==> src/rtl/ps2khl_pkg.sv <==
// Shared types, constants and helpers for the PS/2 keyboard host link.
// No dependencies; used by ps2_keyboard_host_link and its testbench.
package ps2khl_pkg;

  // Command queue geometry
  localparam int unsigned QueueDepth = 16;
  localparam int unsigned QIdxW      = (QueueDepth > 2) ? $clog2(QueueDepth) : 1;

  // Configuration port
  localparam int unsigned CfgIdxW  = 2;
  localparam int unsigned CfgDataW = 8;

  // Register indexes
  localparam logic [CfgIdxW-1:0] REG_BREAK_PREFIX    = 2'd0;
  localparam logic [CfgIdxW-1:0] REG_EXTENDED_PREFIX = 2'd1;
  localparam logic [CfgIdxW-1:0] REG_MAX_RETRIES     = 2'd2;

  // Register reset values
  localparam logic [7:0] BREAK_PREFIX_RST    = 8'hF0;
  localparam logic [7:0] EXTENDED_PREFIX_RST = 8'hE0;
  localparam logic [3:0] MAX_RETRIES_RST     = 4'd5;

  // Device byte codes
  localparam logic [7:0] BYTE_ACK       = 8'hFA;
  localparam logic [7:0] BYTE_RESEND    = 8'hFE;
  localparam logic [7:0] BYTE_BAT_OK    = 8'hAA;
  localparam logic [7:0] BYTE_BAT_FAIL0 = 8'hFD;
  localparam logic [7:0] BYTE_BAT_FAIL1 = 8'hFC;
  localparam logic [7:0] BYTE_ECHO      = 8'hEE;
  localparam logic [7:0] BYTE_ERROR     = 8'hFF;
  localparam logic [7:0] BYTE_OVERRUN   = 8'h00;

  // Input kind carried in tuser
  localparam logic KIND_HOST_CMD   = 1'b0;
  localparam logic KIND_DEVICE_RX  = 1'b1;

  localparam int unsigned OutDataW = 24;

  // Queue position: wrap phase above the entry index
  typedef struct packed {
    logic             phase;
    logic [QIdxW-1:0] idx;
  } qpos_t;

  // Result beat; the last member, send_valid, sits in the lowest bits
  typedef struct packed {
    logic       retry_abandoned;
    logic       queue_full_drop;
    logic       key_make;
    logic       key_extended;
    logic [7:0] key_scancode;
    logic       key_valid;
    logic [7:0] send_byte;
    logic       send_valid;
  } result_t;

  typedef enum logic [0:0] {
    ST_IDLE,
    ST_HEAD_READ
  } state_e;

  function automatic qpos_t qpos_next(qpos_t p);
    qpos_t n;
    if (p.idx == QIdxW'(QueueDepth - 1)) begin
      n.idx   = '0;
      n.phase = ~p.phase;
    end else begin
      n.idx   = p.idx + QIdxW'(1);
      n.phase = p.phase;
    end
    return n;
  endfunction

endpackage

==> src/rtl/ps2khl_ram.sv <==
// Generic single-port-write, single-port-read RAM with registered read data.
// No dependencies.
module ps2khl_ram #(
  parameter int unsigned Width = 8,
  parameter int unsigned Depth = 16,
  parameter int unsigned AddrW = (Depth > 2) ? $clog2(Depth) : 1
) (
  input  logic             clk_i,
  input  logic             we_i,
  input  logic [AddrW-1:0] waddr_i,
  input  logic [Width-1:0] wdata_i,
  input  logic             re_i,
  input  logic [AddrW-1:0] raddr_i,
  output logic [Width-1:0] rdata_o
);

  logic [Width-1:0] mem_q [Depth];
  logic [Width-1:0] rdata_q;

  always_ff @(posedge clk_i) begin
    if (we_i) begin
      mem_q[waddr_i] <= wdata_i;
    end
    if (re_i) begin
      rdata_q <= mem_q[raddr_i];
    end
  end

  assign rdata_o = rdata_q;

endmodule

==> src/rtl/ps2_keyboard_host_link.sv <==
// PS/2 keyboard host link: command queue with ACK/RESEND handling and
// break/extended prefix tracking. Uses ps2khl_pkg and ps2khl_ram.
// Results are registered; an ACK or RESEND with a head command to send is parked until
// the command RAM read returns the head byte, then leaves from ST_HEAD_READ.
// Throughput: one beat per cycle while m_axis_tready allows; none is taken in ST_HEAD_READ.
// Reset (rst_ni low, async) empties the queue, clears retry/prefix state, reloads registers.
module ps2_keyboard_host_link (
  input  logic                                clk_i,
  input  logic                                rst_ni,
  // Input stream
  input  logic                                s_axis_tvalid,
  output logic                                s_axis_tready,
  input  logic [7:0]                          s_axis_tdata,  // [7:0] data_byte
  input  logic                                s_axis_tuser,  // [0] kind: 0 host command, 1 device byte
  // Result stream
  output logic                                m_axis_tvalid,
  input  logic                                m_axis_tready,
  // [0] send_valid, [8:1] send_byte, [9] key_valid, [17:10] key_scancode,
  // [18] key_extended, [19] key_make, [20] queue_full_drop,
  // [21] retry_abandoned, [23:22] zero
  output logic [ps2khl_pkg::OutDataW-1:0]     m_axis_tdata,
  // Configuration writes
  input  logic                                cfg_valid_i,
  output logic                                cfg_ready_o,
  input  logic [ps2khl_pkg::CfgIdxW-1:0]      cfg_index_i,
  input  logic [ps2khl_pkg::CfgDataW-1:0]     cfg_data_i
);

  import ps2khl_pkg::*;

  // ---------------------------------------------------------------------
  // State
  // ---------------------------------------------------------------------
  state_e     state_q, state_d;
  qpos_t      rd_pos_q, rd_pos_d;
  qpos_t      wr_pos_q, wr_pos_d;
  logic [3:0] retry_q, retry_d;
  logic       rel_pend_q, rel_pend_d;
  logic       ext_pend_q, ext_pend_d;

  logic [7:0] break_prefix_q;
  logic [7:0] ext_prefix_q;
  logic [3:0] max_retries_q;

  // Output register and the result parked while the head is read
  logic       out_valid_q, out_valid_d;
  result_t    out_q, out_d;
  result_t    park_q, park_d;

  // ---------------------------------------------------------------------
  // Beat decode
  // ---------------------------------------------------------------------
  logic       in_fire;
  logic       q_empty, q_full;
  logic [7:0] rx_byte;
  result_t    res;
  logic       need_head;
  logic       ram_we;

  assign rx_byte = s_axis_tdata;
  assign q_empty = (rd_pos_q == wr_pos_q);
  assign q_full  = (rd_pos_q.idx == wr_pos_q.idx) && (rd_pos_q.phase != wr_pos_q.phase);

  // Accept only in ST_IDLE, and when the output register is free or drains this cycle
  assign s_axis_tready = (state_q == ST_IDLE) && (!out_valid_q || m_axis_tready);
  assign in_fire       = s_axis_tvalid && s_axis_tready;

  // Compute the queue, retry and prefix updates for one beat
  always_comb begin
    rd_pos_d   = rd_pos_q;
    wr_pos_d   = wr_pos_q;
    retry_d    = retry_q;
    rel_pend_d = rel_pend_q;
    ext_pend_d = ext_pend_q;
    res        = '0;
    need_head  = 1'b0;
    ram_we     = 1'b0;

    if (in_fire) begin
      if (s_axis_tuser == KIND_HOST_CMD) begin
        if (q_full) begin
          res.queue_full_drop = 1'b1;
        end else begin
          ram_we   = 1'b1;
          wr_pos_d = qpos_next(wr_pos_q);
          // Empty queue: send straight from the beat, no RAM read
          if (q_empty) begin
            res.send_valid = 1'b1;
            res.send_byte  = rx_byte;
          end
        end
      end else begin
        unique case (rx_byte) inside
          BYTE_OVERRUN, BYTE_ERROR, BYTE_BAT_OK, BYTE_BAT_FAIL0, BYTE_BAT_FAIL1,
          BYTE_ECHO: begin
            // status bytes: drop
          end
          BYTE_ACK: begin
            if (!q_empty) begin
              rd_pos_d = qpos_next(rd_pos_q);
            end
            retry_d   = '0;
            need_head = (rd_pos_d != wr_pos_q);
          end
          BYTE_RESEND: begin
            if (retry_q >= max_retries_q) begin
              if (!q_empty) begin
                rd_pos_d            = qpos_next(rd_pos_q);
                res.retry_abandoned = 1'b1;
              end
              retry_d = '0;
            end else begin
              retry_d = retry_q + 4'd1;
            end
            need_head = (rd_pos_d != wr_pos_q);
          end
          default: begin
            // Break wins over extended when both prefixes match
            if (rx_byte == break_prefix_q) begin
              rel_pend_d = 1'b1;
            end else if (rx_byte == ext_prefix_q) begin
              ext_pend_d = 1'b1;
            end else begin
              res.key_valid    = 1'b1;
              res.key_scancode = rx_byte;
              res.key_extended = ext_pend_q;
              res.key_make     = ~rel_pend_q;
              rel_pend_d       = 1'b0;
              ext_pend_d       = 1'b0;
            end
          end
        endcase
        res.send_valid = need_head;
      end
    end
  end

  // ---------------------------------------------------------------------
  // Command store
  // ---------------------------------------------------------------------
  logic [7:0] head_byte;

  ps2khl_ram #(
    .Width (8),
    .Depth (QueueDepth)
  ) u_cmd_ram (
    .clk_i   (clk_i),
    .we_i    (ram_we),
    .waddr_i (wr_pos_q.idx),
    .wdata_i (rx_byte),
    .re_i    (need_head),
    .raddr_i (rd_pos_d.idx),
    .rdata_o (head_byte)
  );

  // ---------------------------------------------------------------------
  // Control FSM
  // ---------------------------------------------------------------------
  always_comb begin
    state_d = state_q;
    unique case (state_q)
      ST_IDLE: begin
        if (in_fire && need_head) begin
          state_d = ST_HEAD_READ;
        end
      end
      ST_HEAD_READ: begin
        state_d = ST_IDLE;
      end
      default: begin
        state_d = ST_IDLE;
      end
    endcase
  end

  // Output register loading
  always_comb begin
    out_valid_d = out_valid_q;
    out_d       = out_q;
    park_d      = park_q;
    if (out_valid_q && m_axis_tready) begin
      out_valid_d = 1'b0;
    end
    unique case (state_q)
      ST_IDLE: begin
        if (in_fire) begin
          if (need_head) begin
            // hold the result until the head byte arrives
            park_d = res;
          end else begin
            out_d       = res;
            out_valid_d = 1'b1;
          end
        end
      end
      ST_HEAD_READ: begin
        out_d           = park_q;
        out_d.send_byte = head_byte;
        out_valid_d     = 1'b1;
      end
      default: begin
        out_valid_d = out_valid_q;
      end
    endcase
  end

  always_ff @(posedge clk_i or negedge rst_ni) begin
    if (!rst_ni) begin
      state_q     <= ST_IDLE;
      rd_pos_q    <= '0;
      wr_pos_q    <= '0;
      retry_q     <= '0;
      rel_pend_q  <= 1'b0;
      ext_pend_q  <= 1'b0;
      out_valid_q <= 1'b0;
    end else begin
      state_q     <= state_d;
      rd_pos_q    <= rd_pos_d;
      wr_pos_q    <= wr_pos_d;
      retry_q     <= retry_d;
      rel_pend_q  <= rel_pend_d;
      ext_pend_q  <= ext_pend_d;
      out_valid_q <= out_valid_d;
    end
  end

  always_ff @(posedge clk_i) begin
    out_q  <= out_d;
    park_q <= park_d;
  end

  assign m_axis_tvalid = out_valid_q;
  assign m_axis_tdata  = {(OutDataW - $bits(result_t))'(0), out_q};

  // ---------------------------------------------------------------------
  // Configuration registers
  // ---------------------------------------------------------------------
  assign cfg_ready_o = 1'b1;

  always_ff @(posedge clk_i or negedge rst_ni) begin
    if (!rst_ni) begin
      break_prefix_q <= BREAK_PREFIX_RST;
      ext_prefix_q   <= EXTENDED_PREFIX_RST;
      max_retries_q  <= MAX_RETRIES_RST;
    end else if (cfg_valid_i) begin
      unique case (cfg_index_i)
        REG_BREAK_PREFIX:    break_prefix_q <= cfg_data_i;
        REG_EXTENDED_PREFIX: ext_prefix_q   <= cfg_data_i;
        REG_MAX_RETRIES:     max_retries_q  <= cfg_data_i[3:0];
        default: begin
          // unknown index: drop the write
        end
      endcase
    end
  end

endmodule

==> config.mk <==
export PLATFORM = sky130hd
export DESIGN_NAME = ps2_keyboard_host_link
export DESIGN_NICKNAME = d
export VERILOG_FILES = /design/src/rtl/ps2khl_pkg.sv /design/src/rtl/ps2khl_ram.sv /design/src/rtl/ps2_keyboard_host_link.sv
export SDC_FILE = /design/constraint.sdc
export NUM_CORES = 1
export LEC_CHECK = 0
export ABC_AREA = 1
export BUFFER_PORTS_ARGS = -buffer_cell sky130_fd_sc_hd__clkbuf_2
export CORE_UTILIZATION = 40
export CTS_BUF_LIST = sky130_fd_sc_hd__clkbuf_2
export DETAILED_ROUTE_END_ITERATION = 8
export PLACE_DENSITY = 0.53
export SLEW_MARGIN = 20
export SYNTH_ARGS = -nofsm -noshare
export SYNTH_HDL_FRONTEND = slang
export SYNTH_SLANG_ARGS = --single-unit
==> constraint.sdc <==
create_clock -name clk_i -period 10.6 [get_ports clk_i]
set_input_delay 2.12 -clock clk_i [delete_from_list [all_inputs] [get_ports clk_i]]
set_output_delay 2.12 -clock clk_i [all_outputs]
set_load 0.005 [all_outputs]
==> run metrics, run 1 <==
max cap viols 0; initial DRC count 498; Final setup viols 0; Initial Utilization 41.2%; static leakage 4.75 nW; PwrDens 167 nW/um^2; CP Data Required Time 11.26 ns; top cell type's share of synthesized area 51.0%; Synth Area in Adders 1.23%; fraction of the mapped netlist area in simple logic gates 24.8%; grt total ovfl 0; Layout area overhead 9.63%; crit path capture type register; routed vias 7,195; CP startpoint kind primary input; drt first pass iters 5; Worst Hold Class reg -> reg; Final Hold Vio Count 0; Synth async-reset ratio 18.1%; Final Max Slew Viols 0; XOR/XNOR share of the synthesized area 1.12%; Worst VDD drop 81.7 uV; layout cell share with drive strength beyond 1 16.9%; Via density 4.99; Syn Inst Count 1,000; share of the yosys chip area belonging to registers 60.5%; final period utilization 46.9%; initial antenna violation count 1; clock skew 0.0785 ns; half-perimeter wire length after placement 15.5 mm; clock-pin slew on the worst setup and hold paths 0.11 ns; number of synthesized flops with an enable pin 172; Least-Margin Pin Slew 1.12 ns; DRC Markers 0; root buffer cell clkbuf_2; Ys Warns 0; multi-input logic area 3150 sq um; total CTS buffers 55; fill cell count 2,344; Synth area leaders edfxtp_1, nand2_1, nand3_1; Max clock buf depth 3; Avg Cell Area, Syn 10.1 sq um; Hold Buf Count CTS 0; fmax 0.201 GHz; largest family of logic cells by synthesized area simple AND/OR/NAND/NOR gates; post-layout instance area 11,100 sq um; cell taking the most area after synthesis edfxtp_1; status complete, no violations; all-layer global routing usage 19.4%; Routed WL 24.4 mm; Unique masters post-synth 46; Die Area 26,000 sq um; Reg area 6130 sq um; Compound-Gate Fraction of Synth Area 3.60%; min Tclk post-route 4.97 ns; placed inst area 10,500 sq um; Die Ht 161 microns; synthesized area 10,100 sq um; commonest cells in the netlist nand2_1, edfxtp_1, nand3_1; critical path arrival 5.63 ns; Setup CP Type in -> reg; CP max FO 65; FP Rows 57; WL/cell 16.9 microns; PostCTS Resize Cnt 0; CTS tree yes; largest net degree at the start of global routing 66; CTS Sinks 210; core area 24,600 sq um; nets@finish 1,106; setup_tns 0 ns; Final Util 45.2%; vias in the first global route 6,856; top-count cell post-synth nand2_1; Synth Flop Type edfxtp_1; clk_lat worst skew 0.84 ns; first-pass GRT wire length 39.0 mm; setup repair after global routing missed its margin no; max_slew headroom 25.0%; die width 161 microns; H-tree lvl count 2; Final GP Congestion 0.819; Setup Buffers After CTS 0; Yosys reg bits 210; number of nets with antenna violations after routing 0; Ports 51; IO buf count 47; post-synthesis mux area share 0.111%
logic make-up after synthesis:
group,Yosys count
buffers and inverters,187
adders and majority gates,10
DFF,210
xor gates and xnor gates,13
muxes,1
AOI/OAI and AO/OA,55
and+or+nand+nor,522
other,2
final timing paths:
path	from	to	slack, ns	cells after the start
setup reg to reg	retry_q[3]	u_cmd_ram.rdata_o[1]	6.66	14
setup / recovery	s_axis_tdata[1]	u_cmd_ram.rdata_o[1]	5.63	18
hold / removal	max_retries_q[2]	max_retries_q[2]	0.50	2
max in group asynchronous	rst_ni	wr_pos_q[2]	8.56	1
hold reg to reg	max_retries_q[2]	max_retries_q[2]	0.50	2
min in group asynchronous	rst_ni	ext_prefix_q[0]	1.41	1
layer usage:
metal  GRT usage (%)  routed length (microns)  vias to the layer above
li1                -                        -                     3539
met1            28.5                    12000                     3423
met2            28.9                    10900                      199
met3            3.80                     1180                       34
met4            6.26                      412                        0
met5               0                        0                        -
report_power, final:
group / switching, W / total [W] / leakage, nW / internal (W)
clock network: 0.000340 / 0.000612 / 0.412 / 0.000271
registers: 0.0000338 / 0.000978 / 2.03 / 0.000944
logic: 0.000182 / 0.000266 / 2.31 / 0.0000838
total: 0.000556 / 0.00186 / 4.75 / 0.00130
critical path: stages:
cell and delay (ns):
clkbuf_2 0.07, buf_4 0.27, inv_2 0.11, nor2_2 0.10, inv_2 0.06, nor3_2 0.46
nand2_1 0.11, inv_1 0.07, nand2_1 0.10, nand3_2 0.08, buf_4 0.54, nand2_2 0.38
buf_4 0.43, nand2_1 0.12, nand3_1 0.08, nand3_1 0.16, nand3_1 0.15, nand2_1 0.10
final cells by class:
type	count	area share, %
antenna	1	0.0225
multi-input combinational	604	28.4
inverter	144	4.89
clock buffer	75	3.38
tap	324	3.65
sequential	210	55.1
clock inverter	28	1.77
timing repair buffer	57	2.79
placed cells by master (no fill, tap or decap), types with 7 or more instances in the layout:
cell,n
buf_4,10
clkbuf_2,121
clkinv_1,19
dfrtp_1,29
dfstp_2,9
edfxtp_1,172
ha_1,10
inv_1,133
inv_2,9
nand2_1,227
nand3_1,152
nand3b_1,50
nand4_1,13
nor2_1,48
o21ai_0,31
o31ai_1,9
xor2_1,7
metrics by stage:
| step | hold slack, ns | std cells | power (W) | worst slack (ns) |
|---|---|---|---|---|
| final | 0.500 | 1443 | 0.00186 | 5.63 |
| after global routing | 0.517 | 1443 | 0.00196 | 5.37 |
| after CTS | 0.504 | 1442 | 0.00188 | 5.73 |
| after detailed placement | 0.480 | 1339 | 0.00126 | 4.88 |
| after global placement | 0.474 | 1339 | 0.00126 | 4.85 |
| after floorplan | 0.453 | 1001 | 0.00118 | 5.60 |
sequential cells by signal (all words and copies together) (netlist names):
| name | cells |
|---|---|
| park_q | 14 |
| m_axis_tvalid | 1 |
| wr_pos_q | 5 |
| ext_pend_q | 1 |
| max_retries_q | 4 |
| u_cmd_ram.mem_q | 128 |
| u_cmd_ram.rdata_o | 8 |
| m_axis_tdata | 22 |
| state_q | 1 |
| rd_pos_q | 5 |
| rel_pend_q | 1 |
| retry_q | 4 |
| break_prefix_q | 8 |
| ext_prefix_q | 8 |
Note: power is estimated with default switching activity, not from simulation.
==> run 2, diff against run 1 <==
- ABC_AREA: 1 -> 0
- PLACE_DENSITY: 0.53 -> 0.55
- clock period: 10.6 -> 4 ns (I/O delays scaled with it)
==> run 2 against run 1 <==
Utilization up 0.53 points. Largest cell class unchanged. Cell area down 3.5%. Sequential power rose to 2.6 times the previous value. Combinational power up 110%. Sequential cell count unchanged. Clock-buffer cell count up 1. Global-route usage up 1.3 points. Via count down 8.1%.
==> run metrics, run 2 <==
root buffer cell clkbuf_2; Final Hold Vio Count 0 (unchanged); Final GP Congestion 0.855 (+4.4%); static leakage 3.83 nW (-19%); fill cell count 2,158 (-7.9%); setup repair after global routing missed its margin no; Worst path top cell family by delay compound AO/OA/AOI/OAI gates; Worst VDD drop 225 uV (+180%); largest reg by FF count u_cmd_ram.mem_q; multi-input logic area 3060 sq um (-2.8%); share of the yosys chip area belonging to registers 64.1% (+3.6 points); clk_lat worst skew 0.84 ns (about the same); status complete, no violations; max_slew headroom 38.8% (+14 points); top-count cell post-synth edfxtp_1; Yosys reg bits 210 (unchanged); FF-to-FF path depth 10 (-4); most frequent cells in the layout edfxtp_1, clkbuf_2, nor3_1; Setup CP Type reg -> reg; Global Route met1 Usage 28.4% (-0.075 points); IO buf count 47 (unchanged); total CTS buffers 54 (-1.8%); synthesized area 9570 sq um (-5.6%); nets@finish 862 (-22%); number of synthesized flops with an enable pin 172 (unchanged); Total Power 0.00474 W (+160%); Inst Count DP 1,091 (-19%); CP startpoint kind register; Slowest-stage cell, CP dfstp_2; clock-pin slew on the worst setup and hold paths 0.10 ns (about the same); Via density 5.58 (+12%); Layout area overhead 12.1%; Worst Hold Class in -> async; cell taking the most area after synthesis edfxtp_1; Synth Flop Type edfxtp_1; drt first pass iters 5 (unchanged); CP Data Required Time 4.60 ns (-6.66 ns); Die Area 24,500 sq um (-5.5%); crit path capture type register; busiest layer in global routing met2; critical path arrival 3.86 ns (-1.77 ns); CTS tree yes; WL/cell 20.4 microns (+21%); clock skew 0.0941 ns (+0.0157 ns); vias in the first global route 6,557 (-4.4%); max cap viols 0 (unchanged); Unique masters post-synth 59 (+28%); commonest cells in the netlist edfxtp_1, nor3_1, a21oi_1; Syn Inst Count 749 (-25%); Least-Margin Pin Slew 0.918 ns (-0.207 ns); CP max FO 9 (-86%); Ys Warns 0 (unchanged); Initial Utilization 40.8% (-0.44 points); PwrDens 442 nW/um^2 (+160%); initial antenna violation count 2 (+1); Final Max Slew Viols 0 (unchanged); post-layout instance area 10,700 sq um (-3.5%); CTS Sinks 210 (unchanged); routed vias 6,612 (-8.1%); Buf/Inv on CP 2 (-5); H-tree lvl count 2 (unchanged); Avg Cell Area, Syn 12.8 sq um (+26%); Final setup viols 0 (unchanged); grt total ovfl 0 (unchanged); half-perimeter wire length after placement 15.6 mm (+0.52%); Hold Buf Count CTS 0 (unchanged); Post-Layout Cell Count 1,186 (-18%); Ports 51 (unchanged); Die Ht 157 microns (-2.8%); first-pass GRT wire length 38.1 mm (-2.2%); Max clock buf depth 3 (unchanged); setup_tns 0 ns (unchanged); max reg flops 128 (unchanged); worst-path cell chain inv_1, ha_1, o21ai_0, o21a_1, nor3_1, and4_1, buf_4, o22ai_1, nand4_1, mux2i_1; all-layer global routing usage 20.8% (+1.3 points); Worst path max stage delay 0.54 ns (about the same); die width 157 microns (-2.8%); Routed WL 24.3 mm (-0.71%); number of nets with antenna violations after routing 0 (unchanged); final period utilization 81.5%; met2 Resource Use GR 32.3% (+3.4 points); fmax 0.307 GHz; largest net degree at the start of global routing 66 (unchanged); min Tclk post-route 3.26 ns; Reg area 6130 sq um (unchanged); met3 usage 4.54% (+0.74 points); FP Rows 56 (-1.8%); top cell type's share of synthesized area 54.0% (+3.0 points); DRC Markers 0 (unchanged); core area 23,500 sq um (-4.6%); placed inst area 10,200 sq um (-3.5%); Synth area leaders edfxtp_1, dfrtp_1, mux2_2; commonest non-fill, non-tap cell in the layout edfxtp_1; PostCTS Resize Cnt 0 (unchanged); Crit. path cell count 10 (-8); initial DRC count 654 (+31%); Synth async-reset ratio 18.1% (unchanged); Setup Buffers After CTS 0 (unchanged); layout cell share with drive strength beyond 1 26.1% (+9.2 points)
[run 2: through the flow]
step	util (%)	hold slack, ns	worst slack [ns]
2_1_floorplan	-	0.459	0.790
3_3_place_gp	43.3	0.483	0.394
3_5_place_dp	43.3	0.495	0.317
4_1_cts	45.6	0.117	0.491
5_1_grt	45.7	0.108	0.447
6_report	45.7	0.131	0.740
[run 2: worst register-to-register path, stage by stage (launching register included)]
cell,delay (ns)
dfstp_2,0.54
inv_1,0.04
ha_1,0.25
o21ai_0,0.40
o21a_1,0.45
nor3_1,0.16
and4_1,0.38
buf_4,0.24
o22ai_1,0.15
nand4_1,0.17
mux2i_1,0.28
[run 2: layout make-up]
type	instances	area share (%)
Antenna cell	1	0.0233
Clock buffer	76	3.55
Clock inverter	18	1.47
Inverter	12	0.420
Multi-Input combinational cell	468	28.6
Sequential cell	210	57.1
Tap cell	319	3.72
Timing Repair Buffer	82	5.11
[run 2: layer usage]
metal	vias to the layer above	share of wire, %
met5	-	0
met4	0	2.4
met3	43	7.0
met2	279	47
met1	3224	44
li1	3066	-
[run 2: final timing paths]
check                                 start                   end  slack (ns)
setup reg to reg           max_retries_q[2]  u_cmd_ram.rdata_o[5]        0.74
hold reg to reg                 rd_pos_q[4]           rd_pos_q[4]        0.51
hold / removal                       rst_ni            ext_pend_q        0.13
setup / recovery           max_retries_q[2]  u_cmd_ram.rdata_o[5]        0.74
max in group asynchronous            rst_ni           wr_pos_q[4]        3.25
min in group clk_i            cfg_data_i[6]       ext_prefix_q[6]        0.25
[run 2: logic make-up after synthesis]
| family | count (synthesis) | synth area share (%) |
|---|---|---|
| simple gates | 214 | 12.2 |
| flops | 210 | 64.1 |
| compound gates | 171 | 10.8 |
| buf+inv | 72 | 4.22 |
| mux | 41 | 4.72 |
| xor+xnor | 29 | 2.66 |
| fa+ha+maj | 10 | 1.31 |
| other cells | 2 | 0.0785 |
[run 2: where the power goes]
| part | switching (W) | leakage (nW) | internal (W) |
|---|---|---|---|
| registers | 0.0000865 | 2.03 | 0.00250 |
| clock network | 0.000882 | 0.399 | 0.000713 |
| logic | 0.000337 | 1.40 | 0.000222 |
| total | 0.00131 | 3.83 | 0.00343 |
==> run 3, diff against run 2 <==
- ABC_AREA: 0 -> 1
- PLACE_DENSITY: 0.55 -> 0.53
- clock period: 4 -> 3.2 ns (I/O delays scaled with it)
==> run 3 against run 2 <==
Power rose by 29%. Hold slack got worse by 0.055 ns. Clock skew fell by 0.027 ns. First-iteration DRC count fell by 33%. Non-clock buffer count rose by 19. Largest power group unchanged. Critical endpoint is now m_axis_tdata[12]. Fmax rose by 11%.
==> run metrics, run 3 (same netlist as run 1, synthesis figures left out) <==
status complete, no violations; FF-to-FF path depth 15 (+5); Worst R2R Start retry_q[3]; Buf/Inv on CP 2 (unchanged); largest net degree at the start of global routing 65 (-1.5%); Via density 4.92 (-12%); WL/cell 17.3 microns (-15%); first-pass GRT wire length 40.5 mm (+6.1%); initial DRC count 440 (-33%); Inst Count DP 1,378 (+26%); FP Rows 57 (+1.8%); max cap viols 0 (unchanged); setup_tns 0 ns (unchanged); clk_lat worst skew 0.85 ns (about the same); Final GP Congestion 0.837 (-2.2%); number of nets with antenna violations after routing 0 (unchanged); Final setup viols 0 (unchanged); Comb pwr share 15.4% (+3.6 points); clock skew 0.0676 ns (-0.0266 ns); final period utilization 91.7% (+10 points); CTS Sinks 210 (unchanged); Clk network pwr share 31.3% (-2.4 points); worst-path cell chain ha_1, a21oi_1, nand3_1, o21ai_0, inv_1, nand2_1, nand2_1, nand2_1, nand2_1, nor2_1, nand3_1, nand2_1, nor2_2, nor2_2, buf_12; DRC Markers 0 (unchanged); static leakage 4.97 nW (+30%); crit path capture type register; Initial Utilization 41.2% (+0.44 points); total CTS buffers 53 (-1.9%); setup repair after global routing missed its margin no; Layout area overhead 13.1%; CP startpoint retry_q[3]; initial antenna violation count 1 (-1); Hold Buf Count CTS 5 (+5); Worst VDD drop 259 uV (+15%); Worst Hold Class in -> reg; all-layer global routing usage 20.5% (-0.31 points); CTS tree yes; drt first pass iters 5 (unchanged); Post-Layout Cell Count 1,477 (+25%); switching part of the total 29.8% (+2.2 points); Worst path top cell family by delay simple AND/OR/NAND/NOR gates; hold path endpoint break_prefix_q[4]; Pint 0.00428 W (+25%); Net Switching 0.00182 W (+39%); Ports 51 (unchanged); PostCTS Resize Cnt 0 (unchanged); die width 161 microns (+2.9%); critical path arrival 3.44 ns (-0.42 ns); vias in the first global route 7,068 (+7.8%); Hold Crit Depth 3; H-tree lvl count 2 (unchanged); Worst path max stage delay 0.42 ns (-0.12 ns); Final Max Slew Viols 0 (unchanged); HP Start cfg_data_i[4]; Setup Buffers After CTS 0 (unchanged); fill cell count 2,383 (+10%); root buffer cell clkbuf_2; PwrDens 532 nW/um^2 (+21%); most frequent cells in the layout nand2_1, edfxtp_1, nand3_1; grt total ovfl 0 (unchanged); CP Data Required Time 3.71 ns (-0.89 ns); CP most frequent cell nand2_1; CP startpoint kind register; Max clock buf depth 3 (unchanged); largest reg by FF count u_cmd_ram.mem_q; min Tclk post-route 2.94 ns (-0.325 ns); Die Ht 161 microns (+2.9%); max_slew headroom 39.0% (+0.21 points); half-perimeter wire length after placement 16.7 mm (+6.8%); max reg flops 128 (unchanged); Least-Margin Pin Slew 0.914 ns (-0.00308 ns); Die Area 26,000 sq um (+5.9%); commonest non-fill, non-tap cell in the layout nand2_1; clock-pin slew on the worst setup and hold paths 0.11 ns (about the same); Final Hold Vio Count 0 (unchanged); R2R setup slack 0.26 ns (-0.48 ns); core area 24,600 sq um (+4.8%); Setup CP Type reg -> reg; routed vias 7,266 (+9.9%); Seq pwr share 53.3% (-1.2 points); Slowest-stage cell, CP dfrtp_1; layout cell share with drive strength beyond 1 19.9% (-6.2 points); IO buf count 47 (unchanged); Routed WL 25.6 mm (+5.6%); CP max FO 22 (+13); worst hold slack 0.0762 ns (-0.0546 ns); fmax 0.341 GHz (+11%); nets@finish 1,148 (+33%); reg2reg end m_axis_tdata[12]
-- run 3: final cells by class --
class                   count  area [sq um]  share of cell area [%]
clock inverters             8          87.6                   0.764
repair buffers            101           728                    6.35
clock buffers              83           415                    3.62
well taps                 324           405                    3.54
inverters                 144           543                    4.74
flip-flops and latches    210          6130                    53.5
diodes                      3          7.51                  0.0655
multi-input cells         604          3150                    27.4
-- run 3: worst max path at each step --
stage,to,slack (ns),cells past startpoint
final,m_axis_tdata[12],0.26,15
after global routing,u_cmd_ram.rdata_o[1],0.02,14
after CTS,u_cmd_ram.rdata_o[1],0.24,14
after detailed placement,u_cmd_ram.rdata_o[1],0.11,14
after global placement,m_axis_tdata[11],0.12,11
after floorplan,m_axis_tdata[0],0.14,14
-- run 3: power by group through the flow --
stage / Sequential (W) / Combinational [W] / Clock (W)
floorplan: 0.00327 / 0.000633 / 0
global placement: 0.00331 / 0.000941 / 0
detailed placement: 0.00331 / 0.000940 / 0
CTS: 0.00325 / 0.000949 / 0.00198
global route: 0.00327 / 0.00106 / 0.00210
finish: 0.00325 / 0.000940 / 0.00191
-- run 3: per-stage QoR --
stage / util (%) / setup WS (ns) / total power, W / cell area, sq um
global route: 46.6 / 0.0197 / 0.00643 / 11500
floorplan: - / 0.140 / 0.00390 / 10100
global placement: 44.3 / 0.115 / 0.00425 / 10900
finish: 46.6 / 0.265 / 0.00610 / 11500
detailed placement: 44.3 / 0.110 / 0.00425 / 10900
CTS: 46.5 / 0.237 / 0.00618 / 11500
-- run 3: metal layers --
layer,track usage [%],wire (microns),vias to the layer above
met1,29.5,12400,3427
met4,6.95,612,0
li1,-,-,3604
met3,3.16,1200,53
met5,0,0,-
met2,31.4,11400,182
-- run 3: worst register-to-register path, cell delays in order (launching register included) --
cell	delay [ns]
dfrtp_1	0.42
ha_1	0.33
a21oi_1	0.28
nand3_1	0.30
o21ai_0	0.24
inv_1	0.06
nand2_1	0.14
nand2_1	0.07
nand2_1	0.06
nand2_1	0.05
nor2_1	0.09
nand3_1	0.11
nand2_1	0.14
nor2_2	0.06
nor2_2	0.12
buf_12	0.18
